`config.mk`:
```
export PLATFORM = sky130hd
export DESIGN_NAME = sha256_stream_hasher
export DESIGN_NICKNAME = d
export VERILOG_FILES = /design/src/rtl/sha_pkg.sv /design/src/rtl/sha_ctrl.sv /design/src/rtl/sha_dp.sv /design/src/rtl/sha256_stream_hasher.sv
export VERILOG_INCLUDE_DIRS = /design/src /design/src/rtl
export SDC_FILE = /design/constraint.sdc
export NUM_CORES = 2
export LEC_CHECK = 0
export BUFFER_PORTS_ARGS = -buffer_cell sky130_fd_sc_hd__buf_2
export CAP_MARGIN = 20
export CELL_PAD_IN_SITES_DETAIL_PLACEMENT = 2
export CELL_PAD_IN_SITES_GLOBAL_PLACEMENT = 2
export CORE_ASPECT_RATIO = 0.6
export CORE_UTILIZATION = 47
export DETAILED_ROUTE_END_ITERATION = 12
export GPL_ROUTABILITY_DRIVEN = 0
export PLACE_DENSITY_LB_ADDON = 0.1
export SLEW_MARGIN = 10
export SYNTH_ARGS = -nofsm -noshare
export SYNTH_HDL_FRONTEND = slang
export SYNTH_HIERARCHICAL = 1
export SYNTH_SLANG_ARGS = --single-unit
```
`constraint.sdc`:
```
create_clock -name i_clk -period 14.5 [get_ports i_clk]
set_input_delay 0.725 -clock i_clk [delete_from_list [all_inputs] [get_ports i_clk]]
set_output_delay 0.725 -clock i_clk [all_outputs]
set_load 0.05 [all_outputs]
```
`src/rtl/sha256_stream_hasher_assert.svh`:
```
// assertion macros shared by the sha-256 stream hasher rtl
// depends on i_clk and i_rst_n being visible in the including module
`ifndef SHA256_STREAM_HASHER_ASSERT_SVH
`define SHA256_STREAM_HASHER_ASSERT_SVH

// same-cycle implication, checked outside reset
`define SHA_ASSERT_NOW(name, ante, cons, msg) \
    name: assert property (@(posedge i_clk) disable iff (!i_rst_n) (ante) |-> (cons)) \
        else $error(msg);

// next-cycle implication, checked outside reset
`define SHA_ASSERT_NEXT(name, ante, cons, msg) \
    name: assert property (@(posedge i_clk) disable iff (!i_rst_n) (ante) |=> (cons)) \
        else $error(msg);

`endif

```
`src/rtl/sha_pkg.sv`:
```
// shared constants, byte select codes and controller/datapath interface types
// no dependencies
package sha_pkg;

    // width of the bit length count (32..64); byte count is three bits narrower
    localparam int LENGTH_BITS = 64;
    localparam int MSG_BYTES_W = LENGTH_BITS - 3;

    // source of the byte shifted into the block register
    localparam logic [1:0] BSEL_DATA  = 2'd0;
    localparam logic [1:0] BSEL_PAD80 = 2'd1;
    localparam logic [1:0] BSEL_ZERO  = 2'd2;
    localparam logic [1:0] BSEL_LEN   = 2'd3;

    // commands from the controller to the datapath
    typedef struct packed {
        logic       shift_byte;
        logic [1:0] byte_sel;
        logic [2:0] len_idx;
        logic       len_inc;
        logic       len_clear;
        logic       load_vars;
        logic       round_en;
        logic [5:0] round;
        logic       hash_fold;
        logic       hash_init;
        logic       out_load;
        logic [2:0] out_idx;
    } t_dp_cmd;

    // status from the datapath to the controller
    typedef struct packed {
        logic out_free;
    } t_dp_stat;

endpackage

```
`src/rtl/sha_ctrl.sv`:
```
// sequencing controller: byte intake, padding, round count and digest output
// depends on sha_pkg and sha256_stream_hasher_assert.svh
`include "sha256_stream_hasher_assert.svh"

module sha_ctrl (
    input  logic              i_clk,
    input  logic              i_rst_n,
    input  logic              i_in_valid,
    input  logic              i_has_byte,
    input  logic              i_last,
    output logic              o_in_ready,
    output sha_pkg::t_dp_cmd  o_cmd,
    input  sha_pkg::t_dp_stat i_stat
);
    import sha_pkg::*;

    localparam logic [2:0] ST_IDLE = 3'd0;
    localparam logic [2:0] ST_PAD  = 3'd1;
    localparam logic [2:0] ST_COMP = 3'd2;
    localparam logic [2:0] ST_FOLD = 3'd3;
    localparam logic [2:0] ST_EMIT = 3'd4;

    localparam logic [5:0] LAST_ROUND = 6'd63;
    localparam logic [5:0] LAST_BYTE  = 6'd63;
    localparam logic [5:0] LEN_START  = 6'd56;
    localparam logic [2:0] LAST_WORD  = 3'd7;

    logic [2:0] r_state, n_state;
    logic [5:0] r_fill, n_fill;
    logic [5:0] r_round, n_round;
    logic [2:0] r_emit, n_emit;
    logic       r_fin, n_fin;
    logic       r_first, n_first;
    logic       r_lenok, n_lenok;
    logic       r_final, n_final;
    logic       w_lenok_now;

    // control registers
    always_ff @(posedge i_clk) begin
        if (!i_rst_n) begin
            r_state <= ST_IDLE;
            r_fill  <= '0;
            r_round <= '0;
            r_emit  <= '0;
            r_fin   <= 1'b0;
            r_first <= 1'b0;
            r_lenok <= 1'b0;
            r_final <= 1'b0;
        end else begin
            r_state <= n_state;
            r_fill  <= n_fill;
            r_round <= n_round;
            r_emit  <= n_emit;
            r_fin   <= n_fin;
            r_first <= n_first;
            r_lenok <= n_lenok;
            r_final <= n_final;
        end
    end

    // length goes in this block if the 0x80 marker lands before byte 56
    assign w_lenok_now = r_first ? (r_fill < LEN_START) : r_lenok;

    // next state and datapath commands
    always_comb begin
        n_state    = r_state;
        n_fill     = r_fill;
        n_round    = r_round;
        n_emit     = r_emit;
        n_fin      = r_fin;
        n_first    = r_first;
        n_lenok    = r_lenok;
        n_final    = r_final;
        o_cmd      = '0;
        o_in_ready = 1'b0;
        case (r_state)
            ST_IDLE: begin
                o_in_ready = 1'b1;
                if (i_in_valid) begin
                    if (i_has_byte) begin
                        o_cmd.shift_byte = 1'b1;
                        o_cmd.byte_sel   = BSEL_DATA;
                        o_cmd.len_inc    = 1'b1;
                        n_fill           = r_fill + 6'd1;
                        if (r_fill == LAST_BYTE) begin
                            o_cmd.load_vars = 1'b1;
                            n_round         = '0;
                            n_state         = ST_COMP;
                        end
                    end
                    if (i_last) begin
                        n_fin   = 1'b1;
                        n_first = 1'b1;
                        n_lenok = 1'b0;
                        if (!(i_has_byte && r_fill == LAST_BYTE)) begin
                            n_state = ST_PAD;
                        end
                    end
                end
            end
            ST_PAD: begin
                o_cmd.shift_byte = 1'b1;
                o_cmd.len_idx    = r_fill[2:0];
                if (r_first) begin
                    o_cmd.byte_sel = BSEL_PAD80;
                end else if (r_lenok && r_fill >= LEN_START) begin
                    o_cmd.byte_sel = BSEL_LEN;
                end else begin
                    o_cmd.byte_sel = BSEL_ZERO;
                end
                n_first = 1'b0;
                n_fill  = r_fill + 6'd1;
                if (r_fill == LAST_BYTE) begin
                    o_cmd.load_vars = 1'b1;
                    n_round         = '0;
                    n_final         = w_lenok_now;
                    n_lenok         = 1'b1;
                    n_state         = ST_COMP;
                end else begin
                    n_lenok = w_lenok_now;
                end
            end
            ST_COMP: begin
                o_cmd.round_en = 1'b1;
                o_cmd.round    = r_round;
                n_round        = r_round + 6'd1;
                if (r_round == LAST_ROUND) begin
                    n_state = ST_FOLD;
                end
            end
            ST_FOLD: begin
                o_cmd.hash_fold = 1'b1;
                if (r_final) begin
                    n_emit  = '0;
                    n_state = ST_EMIT;
                end else if (r_fin) begin
                    n_state = ST_PAD;
                end else begin
                    n_state = ST_IDLE;
                end
            end
            ST_EMIT: begin
                if (i_stat.out_free) begin
                    o_cmd.out_load = 1'b1;
                    o_cmd.out_idx  = r_emit;
                    n_emit         = r_emit + 3'd1;
                    if (r_emit == LAST_WORD) begin
                        o_cmd.hash_init = 1'b1;
                        o_cmd.len_clear = 1'b1;
                        n_fin           = 1'b0;
                        n_final         = 1'b0;
                        n_state         = ST_IDLE;
                    end
                end
            end
            default: begin
                n_state = ST_IDLE;
            end
        endcase
    end

    // a block compression always starts at round zero and ends in the fold
    `SHA_ASSERT_NEXT(a_round_start, o_cmd.load_vars, (r_state == ST_COMP && r_round == '0), "compression did not start at round zero")
    `SHA_ASSERT_NEXT(a_round_end, (r_state == ST_COMP && r_round == LAST_ROUND), (r_state == ST_FOLD), "last round not followed by fold")
    `SHA_ASSERT_NOW(a_emit_aligned, (r_state == ST_EMIT), (r_fill == '0), "digest output with a partial block")
    `SHA_ASSERT_NOW(a_final_in_pad, r_final, r_fin, "final block flagged outside padding")

endmodule

```
`src/rtl/sha_dp.sv`:
```
// datapath: block/schedule shift register, round unit, hash state, output register
// depends on sha_pkg
module sha_dp (
    input  logic              i_clk,
    input  logic              i_rst_n,
    input  logic [7:0]        i_data_byte,
    input  sha_pkg::t_dp_cmd  i_cmd,
    output sha_pkg::t_dp_stat o_stat,
    input  logic              i_out_ready,
    output logic              o_out_valid,
    output logic [31:0]       o_out_data,
    output logic [2:0]        o_out_idx,
    output logic              o_out_last
);
    import sha_pkg::*;

    localparam logic [2:0] LAST_WORD = 3'd7;

    // round constants
    function automatic logic [31:0] k_const(input logic [5:0] idx);
        logic [31:0] k;
        case (idx)
            6'd0:  k = 32'h428a2f98;  6'd1:  k = 32'h71374491;
            6'd2:  k = 32'hb5c0fbcf;  6'd3:  k = 32'he9b5dba5;
            6'd4:  k = 32'h3956c25b;  6'd5:  k = 32'h59f111f1;
            6'd6:  k = 32'h923f82a4;  6'd7:  k = 32'hab1c5ed5;
            6'd8:  k = 32'hd807aa98;  6'd9:  k = 32'h12835b01;
            6'd10: k = 32'h243185be;  6'd11: k = 32'h550c7dc3;
            6'd12: k = 32'h72be5d74;  6'd13: k = 32'h80deb1fe;
            6'd14: k = 32'h9bdc06a7;  6'd15: k = 32'hc19bf174;
            6'd16: k = 32'he49b69c1;  6'd17: k = 32'hefbe4786;
            6'd18: k = 32'h0fc19dc6;  6'd19: k = 32'h240ca1cc;
            6'd20: k = 32'h2de92c6f;  6'd21: k = 32'h4a7484aa;
            6'd22: k = 32'h5cb0a9dc;  6'd23: k = 32'h76f988da;
            6'd24: k = 32'h983e5152;  6'd25: k = 32'ha831c66d;
            6'd26: k = 32'hb00327c8;  6'd27: k = 32'hbf597fc7;
            6'd28: k = 32'hc6e00bf3;  6'd29: k = 32'hd5a79147;
            6'd30: k = 32'h06ca6351;  6'd31: k = 32'h14292967;
            6'd32: k = 32'h27b70a85;  6'd33: k = 32'h2e1b2138;
            6'd34: k = 32'h4d2c6dfc;  6'd35: k = 32'h53380d13;
            6'd36: k = 32'h650a7354;  6'd37: k = 32'h766a0abb;
            6'd38: k = 32'h81c2c92e;  6'd39: k = 32'h92722c85;
            6'd40: k = 32'ha2bfe8a1;  6'd41: k = 32'ha81a664b;
            6'd42: k = 32'hc24b8b70;  6'd43: k = 32'hc76c51a3;
            6'd44: k = 32'hd192e819;  6'd45: k = 32'hd6990624;
            6'd46: k = 32'hf40e3585;  6'd47: k = 32'h106aa070;
            6'd48: k = 32'h19a4c116;  6'd49: k = 32'h1e376c08;
            6'd50: k = 32'h2748774c;  6'd51: k = 32'h34b0bcb5;
            6'd52: k = 32'h391c0cb3;  6'd53: k = 32'h4ed8aa4a;
            6'd54: k = 32'h5b9cca4f;  6'd55: k = 32'h682e6ff3;
            6'd56: k = 32'h748f82ee;  6'd57: k = 32'h78a5636f;
            6'd58: k = 32'h84c87814;  6'd59: k = 32'h8cc70208;
            6'd60: k = 32'h90befffa;  6'd61: k = 32'ha4506ceb;
            6'd62: k = 32'hbef9a3f7;  6'd63: k = 32'hc67178f2;
            default: k = '0;
        endcase
        return k;
    endfunction

    // initial hash values
    function automatic logic [31:0] iv_const(input logic [2:0] idx);
        logic [31:0] v;
        case (idx)
            3'd0: v = 32'h6a09e667;
            3'd1: v = 32'hbb67ae85;
            3'd2: v = 32'h3c6ef372;
            3'd3: v = 32'ha54ff53a;
            3'd4: v = 32'h510e527f;
            3'd5: v = 32'h9b05688c;
            3'd6: v = 32'h1f83d9ab;
            3'd7: v = 32'h5be0cd19;
            default: v = '0;
        endcase
        return v;
    endfunction

    function automatic logic [31:0] rotr(input logic [31:0] x, input int n);
        return (x >> n) | (x << (32 - n));
    endfunction

    logic [511:0]           r_blk;
    logic [31:0]            r_v [8];
    logic [31:0]            r_hash [8];
    logic [MSG_BYTES_W-1:0] r_len;
    logic                   r_out_valid;
    logic [31:0]            r_out_data;
    logic [2:0]             r_out_idx;
    logic                   r_out_last;

    logic [31:0] w_win0, w_win1, w_win9, w_win14, w_wnext;
    logic [31:0] w_s1, w_ch, w_t1, w_s0, w_maj, w_t2;
    logic [63:0] w_bits;
    logic [63:0] w_bits_sh;
    logic [7:0]  w_byte;

    // schedule taps: word 0 is the oldest word of the window
    assign w_win0  = r_blk[511:480];
    assign w_win1  = r_blk[479:448];
    assign w_win9  = r_blk[223:192];
    assign w_win14 = r_blk[63:32];
    assign w_wnext = w_win0 + (rotr(w_win1, 7) ^ rotr(w_win1, 18) ^ (w_win1 >> 3))
                   + w_win9 + (rotr(w_win14, 17) ^ rotr(w_win14, 19) ^ (w_win14 >> 10));

    // one compression round
    assign w_s1  = rotr(r_v[4], 6) ^ rotr(r_v[4], 11) ^ rotr(r_v[4], 25);
    assign w_ch  = (r_v[4] & r_v[5]) ^ (~r_v[4] & r_v[6]);
    assign w_t1  = r_v[7] + w_s1 + w_ch + k_const(i_cmd.round) + w_win0;
    assign w_s0  = rotr(r_v[0], 2) ^ rotr(r_v[0], 13) ^ rotr(r_v[0], 22);
    assign w_maj = (r_v[0] & r_v[1]) ^ (r_v[0] & r_v[2]) ^ (r_v[1] & r_v[2]);
    assign w_t2  = w_s0 + w_maj;

    // big-endian bit length, byte picked by its position in the last 8 bytes
    assign w_bits    = 64'({r_len, 3'b000});
    assign w_bits_sh = w_bits >> {~i_cmd.len_idx, 3'b000};

    // byte source
    always_comb begin
        case (i_cmd.byte_sel)
            BSEL_DATA:  w_byte = i_data_byte;
            BSEL_PAD80: w_byte = 8'h80;
            BSEL_ZERO:  w_byte = 8'h00;
            BSEL_LEN:   w_byte = w_bits_sh[7:0];
            default:    w_byte = 8'h00;
        endcase
    end

    // block register: bytes shift in, then doubles as the schedule window
    always_ff @(posedge i_clk) begin
        if (i_cmd.shift_byte) begin
            r_blk <= {r_blk[503:0], w_byte};
        end else if (i_cmd.round_en) begin
            r_blk <= {r_blk[479:0], w_wnext};
        end
    end

    // working variables a..h
    always_ff @(posedge i_clk) begin
        if (i_cmd.load_vars) begin
            for (int i = 0; i < 8; i++) begin
                r_v[i] <= r_hash[i];
            end
        end else if (i_cmd.round_en) begin
            r_v[7] <= r_v[6];
            r_v[6] <= r_v[5];
            r_v[5] <= r_v[4];
            r_v[4] <= r_v[3] + w_t1;
            r_v[3] <= r_v[2];
            r_v[2] <= r_v[1];
            r_v[1] <= r_v[0];
            r_v[0] <= w_t1 + w_t2;
        end
    end

    // hash state
    always_ff @(posedge i_clk) begin
        if (!i_rst_n || i_cmd.hash_init) begin
            for (int i = 0; i < 8; i++) begin
                r_hash[i] <= iv_const(3'(i));
            end
        end else if (i_cmd.hash_fold) begin
            for (int i = 0; i < 8; i++) begin
                r_hash[i] <= r_hash[i] + r_v[i];
            end
        end
    end

    // saturating message byte count
    always_ff @(posedge i_clk) begin
        if (!i_rst_n || i_cmd.len_clear) begin
            r_len <= '0;
        end else if (i_cmd.len_inc && r_len != '1) begin
            r_len <= r_len + 1'b1;
        end
    end

    // digest output register
    always_ff @(posedge i_clk) begin
        if (!i_rst_n) begin
            r_out_valid <= 1'b0;
        end else if (i_cmd.out_load) begin
            r_out_valid <= 1'b1;
        end else if (i_out_ready) begin
            r_out_valid <= 1'b0;
        end
    end

    always_ff @(posedge i_clk) begin
        if (i_cmd.out_load) begin
            r_out_data <= r_hash[i_cmd.out_idx];
            r_out_idx  <= i_cmd.out_idx;
            r_out_last <= (i_cmd.out_idx == LAST_WORD);
        end
    end

    assign o_stat.out_free = !r_out_valid || i_out_ready;
    assign o_out_valid     = r_out_valid;
    assign o_out_data      = r_out_data;
    assign o_out_idx       = r_out_idx;
    assign o_out_last      = r_out_last;

endmodule

```
`src/rtl/sha256_stream_hasher.sv`:
```
// top level of the streaming sha-256 hasher
// depends on sha_pkg, sha_ctrl and sha_dp
//
// usage:
//   s_axis carries the message one byte per transfer: tdata is the byte,
//   tuser[0] says the byte is present, tlast ends the message. A transfer
//   with tlast and no byte finishes the message (empty messages hash too);
//   a transfer with neither byte nor tlast is dropped.
//   m_axis returns the digest as eight 32-bit transfers, word 0 first;
//   tuser is the word index and tlast marks word 7.
// timing:
//   bytes are taken one per cycle while s_axis_tready is high; the 64th
//   byte of a block starts a compression (one round per cycle in a single
//   round unit, then the fold into the hash state), during which
//   s_axis_tready is low. On tlast the padding is shifted in one byte per
//   cycle up to the block end (one or two blocks, each followed by a
//   compression), then the digest words leave through a single output
//   register, one per cycle while m_axis_tready is high.
// reset and stall:
//   reset loads the initial hash values and clears the byte count.
//   A stalled m_axis holds the output register and the digest sequencing;
//   the next message is taken while the last digest word still waits.
module sha256_stream_hasher (
    input  logic        i_clk,
    input  logic        i_rst_n,
    input  logic        s_axis_tvalid,
    output logic        s_axis_tready,
    input  logic [7:0]  s_axis_tdata,   // [7:0] data_byte
    input  logic [0:0]  s_axis_tuser,   // [0] has_byte
    input  logic        s_axis_tlast,
    output logic        m_axis_tvalid,
    input  logic        m_axis_tready,
    output logic [31:0] m_axis_tdata,   // [31:0] digest_word
    output logic [2:0]  m_axis_tuser,   // [2:0] word_index
    output logic        m_axis_tlast
);
    import sha_pkg::*;

    t_dp_cmd  w_cmd;
    t_dp_stat w_stat;

    // sequencing
    sha_ctrl u_ctrl (
        .i_clk      (i_clk),
        .i_rst_n    (i_rst_n),
        .i_in_valid (s_axis_tvalid),
        .i_has_byte (s_axis_tuser[0]),
        .i_last     (s_axis_tlast),
        .o_in_ready (s_axis_tready),
        .o_cmd      (w_cmd),
        .i_stat     (w_stat)
    );

    // hashing datapath
    sha_dp u_dp (
        .i_clk       (i_clk),
        .i_rst_n     (i_rst_n),
        .i_data_byte (s_axis_tdata),
        .i_cmd       (w_cmd),
        .o_stat      (w_stat),
        .i_out_ready (m_axis_tready),
        .o_out_valid (m_axis_tvalid),
        .o_out_data  (m_axis_tdata),
        .o_out_idx   (m_axis_tuser),
        .o_out_last  (m_axis_tlast)
    );

endmodule
```
Word-level counts from Yosys, hierarchy flattened. Memory sizes are Yosys's and may differ from the RTL's. A register that Yosys moved wholly into a read port is not among the register bits. Index checks and enable logic that the tools add are counted.

Memory bits (writable): 512. Output and inout port bits: 38. Memory bits (read-only): 2048. Bits of input ports: 14. Logic and storage cells: 223. Memories kept: 3. Bits in registers: 600.

Memories: (no name shown) (depth 64, bits a word 32, read ports 1, clocked after Yosys merged registers in 0, write ports 0, RTL line sha_dp.sv:22) `case (idx)`; u_dp.r_hash (depth 8, bits a word 32, read ports 9, clocked after Yosys merged registers in 1, write ports 8, RTL line sha_dp.sv:83) `logic [31:0] r_hash [8];`; u_dp.r_v (depth 8, bits a word 32, read ports 8, clocked after Yosys merged registers in 0, write ports 8, RTL line sha_dp.sv:82) `logic [31:0] r_v [8];`.

Bitwise operators: 44. $add $sub $neg: 22. Mux-type cells: 94. Order comparisons: 2. Shift operators: 1. Equal/unequal tests: 20. Reductions and logical operators: 24.

Operator list (number): 512-bit 2-to-1 mux (2); 32-bit 2-to-1 mux (24); 32-bit adder (18); 32-bit XOR (9); 32-bit bitwise AND (5); 64-bit by 6-bit >> shifter with 8-bit output (1); 61-bit by 1-bit adder with 61-bit output (second input constant) (1); 61-bit != test (second input constant) (1); 3-bit 2-to-1 mux (14); 1-bit 2-to-1 mux (34); 32-bit NOT (1); 10-bit by 32-bit bitwise OR with 32-bit output (1); 13-bit by 32-bit bitwise OR with 32-bit output (1); 14-bit by 32-bit bitwise OR with 32-bit output (1); 15-bit by 32-bit bitwise OR with 32-bit output (1); 19-bit by 32-bit bitwise OR with 32-bit output (1); 21-bit by 32-bit bitwise OR with 32-bit output (1); 25-bit by 32-bit bitwise OR with 32-bit output (1); 26-bit by 32-bit bitwise OR with 32-bit output (1); 30-bit by 32-bit bitwise OR with 32-bit output (1); 7-bit by 32-bit bitwise OR with 32-bit output (1); 8-bit case mux with 4 select lines (1); 32-bit by 22-bit XOR with 32-bit output (1); 32-bit by 29-bit XOR with 32-bit output (1); 33 further kinds (84).

Depth between registers and ports, before layout. An unclocked memory read counts as a cell.

Depth after elaboration: 10. Depth in mapped cells: 44. Mapped depth without buffers: 40.

Modules after synthesis. Netlist, hierarchy kept.

By module, submodules not included: sha_dp (cells an instance 7050, area an instance 75120.8 µm², times used 1); sha_ctrl (cells an instance 156, area an instance 1267.5 µm², times used 1).

Least setup slack after synthesis. OpenSTA, ideal clock, no wires.

Path kind: register to register. Start point: reg u_ctrl.r_state[2]. End point: mem u_dp.r_v[0][31], data pin. Data arrival time: 8.712 ns. Cell stages (with the launch flop): 44. Buffers on the path: 5. Data required time: 14.233 ns. Path slack: 5.522 ns. Clock period less this slack: 8.978 ns. Cell sequence: dfxtp_1 > buf_2 > nor3b_2 > clkbuf_1 > and2_1 > clkbuf_1 > clkinv_1 > ha_1 > clkbuf_1 > clkbuf_1 > a21oi_1 > nor2_1 > a21oi_1 > o211ai_1 > o21ai_0 > fa_1 > fa_1 > inv_1 > [... 8 more ...] > nand2b_1 > a21oi_1 > o21bai_1 > xor2_1 > inv_1 > fa_1 > inv_1 > ha_1 > nand4_1 > a211oi_1 > o21ai_0 > a31oi_1 > o21ai_0 > o21ai_0 > nor4_1 > nor3_1 > xor2_1 > o21ai_0.

RTL lines: start: declaration (RTL line sha_ctrl.sv:28) `logic [2:0] r_state, n_state;`; start signal: assignment (RTL line sha_ctrl.sv:50) `r_state <= n_state;`; end: declaration (RTL line sha_dp.sv:82).

==> metrics <==
count of buffers inserted at the top-level ports 51; Hold Crit Depth 3; crit path DAT 12850 ps; highest clock rate 80.8 MHz; area taken by flip-flops and latches 0.0335 mm2; clock period minus worst slack 12370 ps; Horiz. Die Dim 522 um; hold buffer count at cts 0; drt total wl 316000 um; Die Height 314 um; compound-gate portion of the synthesized area 0.118; maximum vdd ir drop 0.128 mV; largest stage delay on the critical path 840 ps; R2R Setup Slk 2130 ps; dominant register cell in the synthesized netlist edfxtp_1; Worst Reg-to-Reg Cells 39; count of TritonRoute iterations in the first routing pass 6; worst path setup slack after routing 2130 ps; CP max-delay cell nor3b_2; H-tree depth 3; finished layout cell area 0.0826 mm2; Worst Hold Endpoint u_ctrl/r_state[0]$_SDFFE_PN0P_; detailed-route vias per instance 6.58; adder-cell share of the synthesized area 0.116; share of synthesized registers carrying an async set or reset 0; Setup crit start u_ctrl/r_state[1]$_SDFFE_PN0P_; power dissipated by switching net loads 4.78 mW; total internal power 7.38 mW; Cell Area, Placed 0.0789 mm2; commonest non-fill, non-tap cells in the layout 1060 x edfxtp_1, 1038 x nand2_1, 507 x mux2_2; Final Skew 44.4 ps; WS Path Type reg2reg; proportion of power drawn by the clock network 0.253; unrepaired setup endpoints after global routing false; Hold Path Class in2reg; ports placed on the boundary 52; proportion of netlist area held by the largest area contributor 0.417; Worst Path Max Fanout 18; setup total negative slack 0 ps; layout cells sized above 1 0.132; sequential group share of total power 0.352; Post-Synthesis Cells 7206; share of the cycle needed by the critical path after routing 0.853; final-report setup violation count 0; origin of the critical flop-to-flop path u_ctrl/r_state[1]$_SDFFE_PN0P_; floorplan core area 0.161 mm2; critical path startpoint category flip-flop; post-synthesis sequential area ratio 0.439; number of CTS-inserted buffers 116; synthesized area 0.0764 mm2; total gr overflow 0; effective utilization at floorplan 0.474; row count 114; Synth area leader edfxtp_1; final routed wire length divided by cell count 33.7 um; status finished, final reports clean; flop and latch count out of synthesis 1144; antenna violations before repair 25; number of warnings printed during yosys synthesis 6; per-instance average area after synthesis 10.6 um2; post-synthesis share of cell area spent on xor and xnor gates 0.0665; fraction of synthesized area in multiplexers 0.102; clock transition at the registers of the reported paths 70 ps; hold violation count in the final report 0; Met1 Wirelength 139000 um; maximum number of buffers from clock root to sink 3; post-DP HPWL 235000 um; share of total power consumed by net switching 0.393; total power density per cell area 147 mW/mm2; most frequent standard cell in the layout excluding fill and tap cells edfxtp_1; combinational fraction of design power 0.395; capture instance of the worst register-to-register path u_dp/r_v[0][31]$_DFFE_PP_; simple-gate share of the synthesized area 0.118; number of global-route vias before repair 63785; largest family of logic cells by synthesized area compound AO/OA/AOI/OAI gates; number of remaining DRC errors 0; Worst Tran Pin Value 1390 ps; worst min-delay path startpoint s_axis_tlast; number of enable flip-flop cells after synthesis 1060; Slew Limit Fails 0; synthesis-to-layout area growth 8.11%; Critical Path RT 14980 ps; buffers inserted by post-CTS timing repair 0; reported max-cap violation count 0; combined area of the multi-input logic cells 0.0399 mm2; cell repeated most along the worst path o21ai_0; Slew Limit Headroom 0.0703; cells resized by post-CTS repair 0; total number of nets in the final design 7738; via count 61648; clock latency reported for the late side of the worst-skew pair 790 ps; top routing layer in use met5; CTS root buf clkbuf_16; detailed route wirelength on metal3 36300 um; pin count of the biggest net entering global routing 170; Die Footprint 0.164 mm2; TritonCTS clock tree done; worst slack at placement 2730 ps; number of DRC markers in iteration 0 7833; Fillers 16104; clock sink count 1144; reported leakage power 31.6 nW; count of distinct cell types in the synthesized netlist 99; gr usage total 0.380; number of routed nets with antenna violations 0; nature of the critical path endpoint flip-flop; synthesized net count 7807; met2 routed wirelength 131000 um; Synth area leaders edfxtp_1 42%, mux2_2 7.5%, ha_1 6.4%; global-route wire length before repair 456000 um
-- flip-flops by register name, summed over array words and instances, names as in the netlist --
name	cells
u_dp/r_blk	512
u_dp/r_hash	256
u_dp/r_v	256
u_dp/r_len	61
u_dp/o_out_data	32
u_ctrl/r_fill	6
u_ctrl/r_round	6
u_ctrl/r_emit	3
u_ctrl/r_state	3
u_dp/o_out_idx	3
u_ctrl/r_fin	1
u_ctrl/r_final	1
u_ctrl/r_first	1
u_ctrl/r_lenok	1
u_dp/o_out_last	1
u_dp/o_out_valid	1
-- logic make-up (layout without fill, tap and decap cells) --
logic type / after synthesis / in the layout
AOI/OAI and AO/OA: 1447 / 1447
buffers and inverters: 806 / 826
DFF: 1144 / 1144
xor gates and xnor gates: 580 / 580
and+or+nand+nor: 2018 / 2018
muxes: 620 / 620
adders and majority gates: 591 / 591
other: 0 / 3
-- power groups by stage --
stage	sequential [mW]	clock (mW)	combinational, mW
2_1_floorplan	4.19	0	3.02
3_3_place_gp	4.28	0	4.00
5_1_grt	4.29	3.23	5.06
6_report	4.28	3.08	4.80
4_1_cts	4.26	3.13	4.66
3_5_place_dp	4.32	0	4.47
-- metal layers --
layer  vias to the layer above  global-route usage
li1                      25602                   -
met1                     32193               0.563
met2                      3256               0.546
met3                       587               0.105
met4                        10              0.0952
met5                         -                   0
-- worst max-delay path, delay by kind of cell, from the launching register on --
kind                     cells  cell delay (ps)
XOR/XNOR                     2              400
AO/OA/AOI/OAI               18             4440
adder cells (fa/ha/maj)      6             2880
AND/OR/NAND/NOR              8             3030
buffers and inverters        5              800
flip-flops                   1              520
-- cell usage after synthesis (14+ instances only) --
cell type  count
edfxtp_1    1060
nand2_1     1039
mux2_2       507
inv_1        473
o21ai_0      406
ha_1         392
a21oi_1      385
nor2_1       377
xnor2_1      325
clkbuf_1     290
xor2_1       255
fa_1         195
a21o_1       185
nand3_1      101
nor3_1        91
dfxtp_1       84
nand2b_1      81
mux4_2        77
nor2b_1       56
and3_1        54
a31oi_1       51
o21a_1        50
a211oi_1      48
and2_1        44
nand4_1       41
o21bai_1      41
o211ai_1      36
mux2i_1       35
buf_1         33
o31ai_1       31
or3_1         30
a21boi_0      27
a211o_1       19
nor4_1        15
o311ai_0      15
nor3b_1       14
-- area by class of cell --
type	instances	area share
sequential	1144	0.406
timing repair buffer	144	0.0125
antenna	3	0.0000909
multi-input combinational	5256	0.483
clock inverter	66	0.00771
clock buffer	141	0.0365
inverter	475	0.0216
tap	2146	0.0325
-- metrics by stage --
step | power, mW | instances | hold WS, ps | utilization
after detailed placement | 8.80 | 9160 | 503 | 0.489
final | 12.2 | 9375 | 400 | 0.512
after global placement | 8.28 | 9160 | 479 | 0.489
after floorplan | 7.21 | 7206 | 456 | -
after CTS | 12.1 | 9367 | 364 | 0.512
after global routing | 12.6 | 9372 | 405 | 0.512
-- worst max-delay path by stage --
stage                           endpoint  slack (ps)
3_5_place_dp   u_dp/r_v[0][31]$_DFFE_PP_        2730
6_report       u_dp/r_v[0][31]$_DFFE_PP_        2130
2_1_floorplan  u_dp/r_v[0][31]$_DFFE_PP_        5520
3_3_place_gp   u_dp/r_v[0][31]$_DFFE_PP_        3210
4_1_cts        u_dp/r_v[0][31]$_DFFE_PP_        2620
5_1_grt        u_dp/r_v[0][31]$_DFFE_PP_        1620
(Power assumes the default switching activity.)
